`config.mk`:
```
export PLATFORM = sky130hd
export DESIGN_NAME = seps_queue
export DESIGN_NICKNAME = d
export VERILOG_FILES = /design/src/rtl/sort_by_even_place_digit_sum_top_defines.svh /design/src/rtl/seps_pkg.sv /design/src/rtl/seps_queue.sv
export SDC_FILE = /design/constraint.sdc
export NUM_CORES = 1
export LEC_CHECK = 0
export ABC_AREA = 1
export BUFFER_PORTS_ARGS = -buffer_cell sky130_fd_sc_hd__buf_4
export CAP_MARGIN = 20
export CORE_MARGIN = 1.5
export CORE_UTILIZATION = 40
export CTS_BUF_LIST = sky130_fd_sc_hd__clkbuf_8 sky130_fd_sc_hd__clkbuf_16
export CTS_CLUSTER_DIAMETER = 50
export DETAILED_ROUTE_END_ITERATION = 7
export GPL_ROUTABILITY_DRIVEN = 1
export PLACE_DENSITY = 0.59
export SETUP_SLACK_MARGIN = 0.3
export SLEW_MARGIN = 40
export SYNTH_ARGS = -nofsm -noshare
export SYNTH_HDL_FRONTEND = slang
export SYNTH_SLANG_ARGS = --single-unit
export TNS_END_PERCENT = 20
```
`constraint.sdc`:
```
create_clock -name clk -period 2.85 [get_ports clk]
set_clock_uncertainty 0.15 [all_clocks]
set_input_delay 0.1425 -clock clk [delete_from_list [all_inputs] [get_ports clk]]
set_output_delay 0.1425 -clock clk [all_outputs]
set_load 0.03 [all_outputs]
```
`src/rtl/sort_by_even_place_digit_sum_top_defines.svh`:
```
// Assertion macros for the even-place digit sum sorter.
`ifndef SORT_BY_EVEN_PLACE_DIGIT_SUM_TOP_DEFINES_SVH
`define SORT_BY_EVEN_PLACE_DIGIT_SUM_TOP_DEFINES_SVH
`ifndef SYNTHESIS
`define SEPS_ASSERT(label, cond, msg) \
  label: assert property (@(posedge clk) disable iff (!rst_n) (cond)) else $error(msg);
`define SEPS_ASSERT_IMP(label, pre, post, msg) \
  label: assert property (@(posedge clk) disable iff (!rst_n) (pre) |=> (post)) \
    else $error(msg);
`else
`define SEPS_ASSERT(label, cond, msg)
`define SEPS_ASSERT_IMP(label, pre, post, msg)
`endif
`endif

```
`src/rtl/seps_pkg.sv`:
```
// Shared types and constants for the even-place digit sum sorter.
package seps_pkg;
  localparam int DEPTH_DEF  = 64;
  localparam int DIGITS_DEF = 7;
  localparam int VAL_W      = 24;
  localparam int KEY_W      = 5;
  localparam logic [KEY_W-1:0] KEY_MAX = 5'd31;

  // one classified request from front to back
  typedef struct packed {
    logic [VAL_W-1:0] value;
    logic [KEY_W-1:0] key;
    logic             is_last;
  } item_t;
endpackage

```
`src/rtl/seps_queue.sv`:
```
// Two-entry queue between front and back.
module seps_queue (
  input  logic            clk,
  input  logic            rst_n,
  input  logic            w_push,
  output logic            w_full,
  input  seps_pkg::item_t w_item,
  input  logic            r_pop,
  output logic            r_empty,
  output seps_pkg::item_t r_item
);
  import seps_pkg::*;
  item_t mem_r [2];
  logic wp_r, rp_r;
  logic [1:0] cnt_r;
  logic wr, rd;
  assign wr = w_push && !w_full;
  assign rd = r_pop && !r_empty;
  assign w_full = (cnt_r == 2'd2);
  assign r_empty = (cnt_r == 2'd0);
  assign r_item = mem_r[rp_r];
  always_ff @(posedge clk) begin
    if (!rst_n) begin
      wp_r <= 1'b0; rp_r <= 1'b0; cnt_r <= '0;
    end else begin
      if (wr) wp_r <= ~wp_r;
      if (rd) rp_r <= ~rp_r;
      cnt_r <= cnt_r + 2'(wr) - 2'(rd);
    end
    if (wr) mem_r[wp_r] <= w_item;
  end
endmodule

```
==> impl_metrics.tcl <==
set metrics [dict create \
    grt_pass1_vias 1481 \
    p_switching_w 0.0009824 \
    p_leak_nw 1.501 \
    drc_errors 0 \
    switching_share 0.3177 \
    cts_resized 0 \
    end_kind "primary output" \
    slew_violations 0 \
    drive_above_1_share 0.4571 \
    grt_pass1_wl_um 6762 \
    synth_common_cells "60 x edfxtp_1, 30 x mux2_4, 9 x inv_1, 9 x nand2_1, 8 x nor2_1" \
    rr_startpoint "cnt_r[0]$_SDFF_PN0_" \
    r2r_end "cnt_r[1]$_SDFF_PN0_" \
    htreeDepth 3 \
    synth-simple-area-share 0.03111 \
    status "finished, final reports clean" \
    clock_latency_ns 0.32 \
    hold_depth 2 \
    synthCells 131 \
    yosysUniqueCellTypes 10 \
    die_w_um 82.59 \
    ys_seq_area_frac 0.7506 \
    final_antenna_net_count 0 \
    initial_core_util 0.4205 \
    nFillCells 463 \
    vdd.ir_drop.worst_v 0.0006406 \
    grt_start_max_net_pins 31 \
    preCtsSetupSlack_ns 1.093 \
    drtPass1Iterations 5 \
    ctsRootBufferMaster "clkbuf_8" \
    syn-num-nets 167 \
    synth_top_family_by_area "multiplexers" \
    required_ns 2.56 \
    synth-compound-area-share 0.003951 \
    finalSetupViolCount 0 \
    maxCapViolCount 0 \
    r2r_cells 11 \
    worst_slack_ns 0.8909 \
    cts-buffers-inserted 9 \
    cts_max_path_buffers 2 \
    holdCritStartpoint "rp_r$_SDFFE_PN0P_" \
    row_count 28 \
    ys_warn_count 0 \
    track_usage 0.1415 \
    pin_count 66 \
    p_seq_frac 0.418 \
    synth_top_cell_by_area "edfxtp_1" \
    avgSynthCellArea_um2 19.34 \
    syn_to_final_growth_pct 43.26 \
    drtIter0Drc 71 \
    cts.clk_slew.worst_paths_ns 0.06 \
    layout.nets 276 \
    dp_hpwl_um 2991 \
    finalHoldViolCount 0 \
    fin_crit_ns 1.959 \
    p_clk_frac 0.225 \
    vias 1463 \
    cts.sink_count 65 \
    combPwrFrac 0.357 \
    maxSlewHeadroom 0.7130 \
    hp-class "register to register" \
    worstMarginPinSlew_ns 0.4306 \
    synth_top_area_frac 0.7111 \
    fp.coreArea_um2 6026 \
    grt-ovfl-total 0 \
    rsz0062_at_grt "false" \
    synthMostInstantiatedCell "edfxtp_1" \
    postCtsSetupRepairBufs 0 \
    synthArstFlopShare 0 \
    wl_per_cell_um 14.13 \
    period_share 0.6874 \
    rrSetupSlack_ns 1.02 \
    synthMuxAreaShare 0.1778 \
    synthTopCellsByArea "edfxtp_1 71%, mux2_4 18%, dfxtp_1 4.0%" \
    critPathMaxFanout 19 \
    io_buffers 65 \
    tns_ns 0 \
    synth-edff-count 60 \
    synth_ff_type "edfxtp_1" \
    diodes 0 \
    path_class "register to primary output" \
    holdBufCountCts 33 \
    power_density_nw_per_um2 851.9 \
    p_total_w 0.003092 \
    hold_end "rp_r$_SDFFE_PN0P_" \
    cp-start-kind "register" \
    netlist_area_um2 2534 \
    synth_xor_area_frac 0 \
    ys_ff_latch 65 \
    fp.dieH_um 82.59 \
    internal-power_w 0.002110 \
    grt_antenna_before_repair 0 \
    crit_arrival_ns 1.67 \
    vias_per_cell 4.572 \
    cts_tree "done" \
    routed_wl_um 4523 \
    gp_congestion 0.6689 \
    dieArea_um2 6820 \
    max_freq_mhz 510.4 \
    synthAdderAreaFrac 0.009877 \
]
registers in the layout, summed over array words and instances (netlist names), named ones only:
register	flops
cnt_r	2
rp_r	1
wp_r	1
mem_r	60
power by group through the flow:
| stage | Clock, W | Sequential [W] | Combinational [W] |
|---|---|---|---|
| floorplan | 0 | 0.00127 | 0.000768 |
| global placement | 0 | 0.00130 | 0.00106 |
| detailed placement | 0 | 0.00131 | 0.00108 |
| CTS | 0.000716 | 0.00129 | 0.00111 |
| global route | 0.000756 | 0.00131 | 0.00117 |
| finish | 0.000694 | 0.00129 | 0.00110 |
layout make-up:
class                      count  area (um^2)  area share
timing repair buffer         101        853.3      0.2351
sequential                    65         1903      0.5243
tap                           75        93.84     0.02585
clock buffer                   9        123.9     0.03413
clock inverter                 7        55.05     0.01517
multi-input combinational     54        566.8      0.1562
inverter                       9        33.78    0.009307
layer usage:
layer	track usage	vias to the layer above	wire length (um)
met1	0.1537	702	1826
met5	0	-	0
met4	0.07000	0	99
met3	0.04396	11	233
met2	0.2488	50	2363
li1	-	700	-
cell usage in the layout (no fill, tap or decap):
master / count
nand3_1: 3
edfxtp_1: 60
nand2_1: 9
bufinv_16: 1
dlygate4sd3_1: 33
dfxtp_2: 1
ha_1: 2
dfxtp_1: 4
nor2_2: 1
clkbuf_8: 9
buf_4: 67
clkinv_2: 2
buf_12: 1
inv_1: 12
mux2_4: 30
a21oi_1: 2
clkinv_1: 1
nor2_1: 7
kinds of logic after synthesis:
logic type | count (synthesis)
flops | 65
mux | 30
simple gates | 20
buf+inv | 12
compound gates | 2
fa+ha+maj | 2
worst max-delay path by stage:
stage	start	endpoint	slack (ns)	depth (start not counted)
after floorplan	cnt_r[0]$_SDFF_PN0_	mem_r[0][0]$_DFFE_PP_	0.45	4
after global placement	cnt_r[0]$_SDFF_PN0_	cnt_r[1]$_SDFF_PN0_	1.23	10
after detailed placement	cnt_r[0]$_SDFF_PN0_	cnt_r[1]$_SDFF_PN0_	1.09	11
after CTS	register	r_item[15]	0.85	3
after global routing	register	r_item[15]	0.81	3
final	register	r_item[15]	0.89	3
per-stage QoR:
| stage | hold slack (ns) | area [um^2] | cells | util |
|---|---|---|---|---|
| after detailed placement | 0.1815 | 3120 | 271 | 0.5179 |
| after global placement | 0.1792 | 3120 | 271 | 0.5179 |
| final | 0.3612 | 3630 | 320 | 0.6024 |
| after global routing | 0.3846 | 3630 | 320 | 0.6024 |
| after CTS | 0.3619 | 3630 | 320 | 0.6024 |
| after floorplan | 0.08595 | 2534 | 131 | - |
critical path, cell delays in order, from the launching register on:
cell,delay [ns]
dfxtp_2,0.60
buf_12,0.25
mux2_4,0.32
buf_4,0.17
Power figures use the tool's default switching activity.
