<file path="src/rtl/sort_by_even_place_digit_sum_top_defines.svh">
// Assertion macros for the even-place digit sum sorter.
`ifndef SORT_BY_EVEN_PLACE_DIGIT_SUM_TOP_DEFINES_SVH
`define SORT_BY_EVEN_PLACE_DIGIT_SUM_TOP_DEFINES_SVH
`ifndef SYNTHESIS
`define SEPS_ASSERT(label, cond, msg) \
  label: assert property (@(posedge clk) disable iff (!rst_n) (cond)) else $error(msg);
`define SEPS_ASSERT_IMP(label, pre, post, msg) \
  label: assert property (@(posedge clk) disable iff (!rst_n) (pre) |=> (post)) \
    else $error(msg);
`else
`define SEPS_ASSERT(label, cond, msg)
`define SEPS_ASSERT_IMP(label, pre, post, msg)
`endif
`endif

</file>
<file path="src/rtl/seps_pkg.sv">
// Shared types and constants for the even-place digit sum sorter.
package seps_pkg;
  localparam int DEPTH_DEF  = 64;
  localparam int DIGITS_DEF = 7;
  localparam int VAL_W      = 24;
  localparam int KEY_W      = 5;
  localparam logic [KEY_W-1:0] KEY_MAX = 5'd31;

  // one classified request from front to back
  typedef struct packed {
    logic [VAL_W-1:0] value;
    logic [KEY_W-1:0] key;
    logic             is_last;
  } item_t;
endpackage

</file>
<file path="src/rtl/seps_back.sv">
// Back: store items, then scan the store once per key to emit in order.
module seps_back #(
  parameter int DEPTH = seps_pkg::DEPTH_DEF
) (
  input  logic                       clk,
  input  logic                       rst_n,
  input  logic                       q_empty,
  output logic                       q_pop,
  input  seps_pkg::item_t            q_item,
  output logic                       out_empty,
  input  logic                       out_pop,
  output logic [seps_pkg::VAL_W-1:0] out_sorted_value,
  output logic                       out_end_of_run,
  output logic                       out_overflowed
);
  import seps_pkg::*;
  `include "sort_by_even_place_digit_sum_top_defines.svh"
  localparam int AW = (DEPTH > 1) ? $clog2(DEPTH) : 1;
  localparam int CW = $clog2(DEPTH + 1);

  typedef enum logic [2:0] {S_LOAD = 3'b001, S_SCAN = 3'b010, S_DONE = 3'b100} st_t;
  st_t st_r;
  logic [VAL_W-1:0] vmem [DEPTH];
  logic [KEY_W-1:0] kmem [DEPTH];
  logic [CW-1:0] fill_r, idx_r, emit_r;
  logic [KEY_W-1:0] key_r;
  logic ovf_r;
  // registered read of the entry at idx_r - 1
  logic [VAL_W-1:0] rv_r;
  logic [KEY_W-1:0] rk_r;
  logic rvalid_r;
  logic [VAL_W-1:0] ov_r;
  logic oe_r, oo_r, ofull_r;
  logic take, hit, rd_en, hold;

  assign hold = ofull_r && !out_pop;
  assign q_pop = (st_r == S_LOAD) && !q_empty;
  assign take = q_pop && (fill_r != CW'(DEPTH));
  assign hit = rvalid_r && (rk_r == key_r);
  assign rd_en = (st_r == S_SCAN) && !hold && (idx_r < fill_r);

  always_ff @(posedge clk) begin
    if (take) begin
      vmem[fill_r[AW-1:0]] <= q_item.value;
      kmem[fill_r[AW-1:0]] <= q_item.key;
    end
    if (rd_en) begin
      rv_r <= vmem[idx_r[AW-1:0]];
      rk_r <= kmem[idx_r[AW-1:0]];
    end
  end

  always_ff @(posedge clk) begin
    if (!rst_n) begin
      st_r <= S_LOAD; fill_r <= '0; ovf_r <= 1'b0; idx_r <= '0; key_r <= '0;
      emit_r <= '0; rvalid_r <= 1'b0; ofull_r <= 1'b0;
    end else begin
      if ((st_r == S_SCAN) && hit && !hold) ofull_r <= 1'b1;
      else if (out_pop) ofull_r <= 1'b0;
      case (st_r)
        S_LOAD: begin
          if (q_pop) begin
            if (take) fill_r <= fill_r + CW'(1);
            else      ovf_r <= 1'b1;
            if (q_item.is_last) begin
              st_r <= S_SCAN; idx_r <= '0; key_r <= '0; emit_r <= '0;
              rvalid_r <= 1'b0;
            end
          end
        end
        S_SCAN: begin
          if (!hold) begin
            rvalid_r <= rd_en;
            if (hit) begin
              ov_r <= rv_r;
              oe_r <= (emit_r + CW'(1) == fill_r);
              oo_r <= ovf_r;
              emit_r <= emit_r + CW'(1);
            end
            if (rd_en) begin
              idx_r <= idx_r + CW'(1);
            end else if (!rvalid_r || idx_r == fill_r) begin
              // pass over: next key, or finish
              if (key_r == KEY_MAX || (emit_r + CW'(hit)) == fill_r) begin
                st_r <= S_DONE;
              end else begin
                key_r <= key_r + KEY_W'(1);
                idx_r <= '0;
              end
            end
          end
        end
        S_DONE: begin
          if (!ofull_r || out_pop) begin
            st_r <= S_LOAD; fill_r <= '0; ovf_r <= 1'b0; emit_r <= '0;
          end
        end
        default: st_r <= S_LOAD;
      endcase
    end
  end

  assign out_empty = !ofull_r;
  assign out_sorted_value = ov_r;
  assign out_end_of_run = oe_r;
  assign out_overflowed = oo_r;

  `SEPS_ASSERT(a_fill_bound, fill_r <= CW'(DEPTH), "fill count beyond depth")
  `SEPS_ASSERT(a_emit_bound, emit_r <= fill_r, "emitted more than stored")
  `SEPS_ASSERT_IMP(a_no_pop_scan, st_r == S_SCAN, !q_pop || st_r != S_SCAN, "pop while scanning")
endmodule

</file>
<file path="config.mk">
export PLATFORM = sky130hd
export DESIGN_NAME = seps_back
export DESIGN_NICKNAME = d
export VERILOG_FILES = /design/src/rtl/seps_pkg.sv /design/src/rtl/seps_back.sv
export VERILOG_INCLUDE_DIRS = /design/src /design/src/rtl
export SDC_FILE = /design/constraint.sdc
export NUM_CORES = 2
export LEC_CHECK = 0
export ABC_AREA = 0
export BUFFER_PORTS_ARGS = -buffer_cell sky130_fd_sc_hd__clkbuf_2
export CAP_MARGIN = 10
export CELL_PAD_IN_SITES_DETAIL_PLACEMENT = 1
export CELL_PAD_IN_SITES_GLOBAL_PLACEMENT = 1
export CORE_ASPECT_RATIO = 0.75
export CORE_MARGIN = 2
export CORE_UTILIZATION = 61
export CTS_BUF_LIST = sky130_fd_sc_hd__clkbuf_16
export DETAILED_ROUTE_END_ITERATION = 10
export PLACE_DENSITY_LB_ADDON = 0.1
export SLEW_MARGIN = 40
export SYNTH_ARGS = -nofsm -noshare
export SYNTH_HDL_FRONTEND = slang
export SYNTH_SLANG_ARGS = --single-unit
</file>
<file path="constraint.sdc">
create_clock -name clk -period 8.57 [get_ports clk]
set_input_delay 0.4285 -clock clk [delete_from_list [all_inputs] [get_ports clk]]
set_output_delay 0.4285 -clock clk [all_outputs]
set_load 0.05 [all_outputs]
</file>
==> results.txt <==
The run finished with clean final reports. The x dimension of the die came out at 407 um. CTS saw 1943 sinks. The tightest min-delay check is of the primary input to flip-flop type. For this run, the number of standard cells in the final layout without fillers is 4988. The number of library cell types mapped by synthesis came out at 51. The global router's overall resource usage came out at 33.3%. For the finished layout, the period the worst path requires is 4.32 ns. The worst endpoint required time is 9.11 ns. Once the floorplan was initialized, standard cells occupied 61.6% of the core. The number of nets still failing antenna checks after routing came out at 0.

The floorplan has 110 rows. Measured against its own limit, the worst slew margin works out to 42.4%. The sequential cell area in the final layout came out at 58000 um^2. After clock tree synthesis, the flow added hold-fix buffers numbering 0. The die area came out at 125000 um^2.

The worst setup path is captured at a flip-flop. The insertion delay to the later sink of the worst-skew pair came out at 0.83 ns. The total grt overflow came out at 0. The setup slack after layout came out at 4.25 ns. The routed via count is 35.5k. Input and output buffers added on the ports amount to 61. Walking the worst path, the cells encountered are buf_12 > buf_4 > buf_12 > buf_12 > buf_16 > mux4_2 > mux4_2 > mux4_2. The total design power came out at 19700 uW. The final setup TNS is 0 ns. The end-of-flow core utilization is 69.3%. Among all flip-flop cells after synthesis, the most frequent one is edfxtp_1. The final routed wirelength across all metal layers is 200 mm.

The final-layout fill cell count came out at 8849. The wire length per cell after detailed routing came out at 40.1 um. For this run, design rule violations remaining after detail routing come to 0. The core region is 120000 um^2.

The total of endpoints with negative setup slack in the final report came out at 0. TritonCTS built the clock tree. The number of vias per cell came out at 7.12.

The final net count came out at 3263. The worst setup slack after placement came out at 4.23 ns. The clock transition time at the flip-flop clock pins of the worst setup and hold paths came out at 0.06 ns.

The category of the most critical setup path is flip-flop to flip-flop. The flip-flop and latch count after synthesis came out at 1943. The count of placed standard cells including taps is 4654. Measured along the y axis, the die boundary spans 306 um.

The clock tree buffer depth came out at 3. Setup repair after global routing left no endpoint under its margin. The startpoint type of the worst setup path is a flip-flop. The number of maximum-capacitance violations is 0.

Summing the sequential cell areas from Yosys gives 78.2% of the chip area. The master cell of the clock root buffer is clkbuf_16. The final estimated routing congestion in global placement came out at 0.808. The H-tree depth came out at 4. The pre-antenna-repair detailed-routing pass consisted of 5 iterations. For the pin with the worst max-slew slack, the measured transition is 0.863 ns. Of all flip-flops after synthesis, the portion carrying an async set or reset was 0%. The net count after synthesis came out at 3070. The largest voltage drop on the vdd net came out at 0.258 mV. Data on the critical path arrives at its endpoint at 4.87 ns.

The number of synthesized flops with an enable pin is 1911. The number of setup buffers added after CTS is 0. The via count of the first global-routing pass is 36.5k. The worst path uses 50.5% of the clock period. Counting every instance in the synthesized netlist gives 3021. A synthesized cell averages 24.6 um^2. The fraction of layout cells with a size suffix above 1 is 33.3%.

The number of hold violations in the final report came to 0. The number of resized instances in the post-cts repair step came out at 0. The total half-perimeter wirelength after legalization and detailed placement is 104 mm. The cell area after synthesis is 74200 um^2. The top-level port count came out at 62. Entering global routing, the biggest net connects 146 pins. The highest attainable clock frequency came out at 231 MHz. The relative area change from synthesis to final layout came out at 12.4%.

The Yosys step of the flow raised 0 warnings. The largest incremental delay on the critical path is 0.69 ns. The analysis attributes to cell leakage a power of 0.0250 uW.

TritonCTS created 177 clock buffers. The highest-delay cell along the critical path is dfxtp_4. The final count of pins violating max slew came to 0. The first global-routing pass estimated 282 mm of wire. The DRC marker count from the first detailed-route iteration is 5390. In this run the power density over the cells is 236 nW/um^2.

The area occupied by multi-input gates is 16000 um^2. The final setup skew came out at 0.0339 ns. The number of antenna violations at the first check in global routing came out at 8.

In this run the worst path has a maximum fanout of 81.
-- routing by layer --
metal / vias to the layer above / global-route usage (%) / share of wire, %
met2: 2466 / 50.8 / 48
met3: 343 / 8.53 / 12
li1: 13500 / - / -
met4: 4 / 11.0 / 3.4
met1: 19200 / 48.2 / 37
met5: - / 0 / 0.010
-- worst paths after layout --
kind	start	end	slack [ns]	depth (start not counted)
max	idx_r[1]$_SDFFE_PN0P_	rv_r[12]$_DFFE_PP_	4.25	8
min	out_pop	ofull_r$_SDFFE_PN0P_	0.09	4
max reg2reg	idx_r[1]$_SDFFE_PN0P_	rv_r[12]$_DFFE_PP_	4.25	8
min reg2reg	rv_r[20]$_DFFE_PP_	out_sorted_value[20]$_DFFE_PP_	0.42	0
-- cell usage after synthesis, types with 3 or more instances --
library cell / count / area share (%)
a211o_1: 3 / 0.035
a21oi_1: 18 / 0.12
a31oi_1: 8 / 0.067
and2_1: 3 / 0.025
and3_1: 5 / 0.042
buf_1: 20 / 0.10
buf_2: 37 / 0.25
buf_4: 12 / 0.12
buf_6: 4 / 0.061
clkbuf_1: 80 / 0.40
dfxtp_1: 32 / 0.86
edfxtp_1: 1911 / 77
ha_1: 15 / 0.25
inv_1: 13 / 0.066
mux2i_1: 3 / 0.040
mux4_2: 609 / 18
nand2_1: 27 / 0.14
nand2b_1: 8 / 0.067
nand3_1: 23 / 0.16
nand4_1: 7 / 0.059
nor2_1: 94 / 0.48
nor3_1: 7 / 0.047
nor3b_1: 3 / 0.030
o21ai_0: 17 / 0.11
or3_1: 5 / 0.042
xnor2_1: 14 / 0.17
xor2_1: 12 / 0.14
-- state kept, by name, indices dropped and copies added, names as in the netlist, 7 cells and up --
register,flops
emit_r,7
fill_r,7
idx_r,7
kmem,320
out_sorted_value,24
rv_r,24
vmem,1536
-- cell type report --
class                      count  share of cell area, %
inverter                      14                 0.0630
tap                         1624                   2.44
multi-input combinational    911                   19.2
clock buffer                 180                   5.40
timing repair buffer         167                   1.68
clock inverter               147                   1.68
sequential                  1943                   69.6
antenna                        2                0.00600
-- metrics by stage --
step | cell area, um^2 | hold slack (ns)
after floorplan | 74200 | 0.400
after CTS | 83300 | 0.0477
after global placement | 77200 | 0.408
after global routing | 83400 | 0.0916
final | 83400 | 0.0929
after detailed placement | 77400 | 0.415
-- worst max-delay path, delay by kind of cell, from the launching register on --
| kind | cells | cell delay, ns |
|---|---|---|
| buf+inv | 5 | 1.70 |
| flops | 1 | 0.69 |
| mux | 3 | 1.48 |
-- cell families after synthesis --
| logic type | Yosys count | synth area share, % |
|---|---|---|
| buffers and inverters | 167 | 1.01 |
| adders and majority gates | 15 | 0.253 |
| xor gates and xnor gates | 26 | 0.307 |
| muxes | 612 | 18.5 |
| AOI/OAI and AO/OA | 65 | 0.563 |
| and+or+nand+nor | 193 | 1.19 |
| DFF | 1943 | 78.2 |
-- placed cells by master, fill, tap and decap left out, types with 19 or more instances in the layout --
cell	count
edfxtp_1	1911
nor2_4	63
mux4_2	609
clkinv_1	40
inv_1	38
nand2_1	27
bufinv_16	24
clkbuf_16	180
buf_4	85
nor2_1	31
clkbuf_4	19
dfxtp_1	26
clkinv_2	30
clkbuf_2	42
-- power by group --
part           leakage (uW)  internal [uW]  switching [uW]
clock               0.00297           4560            3500
combinational       0.00460            383             629
sequential           0.0174          10500            57.5
total                0.0250          15500            4180
No activity file was read; power rests on OpenSTA's default activity.
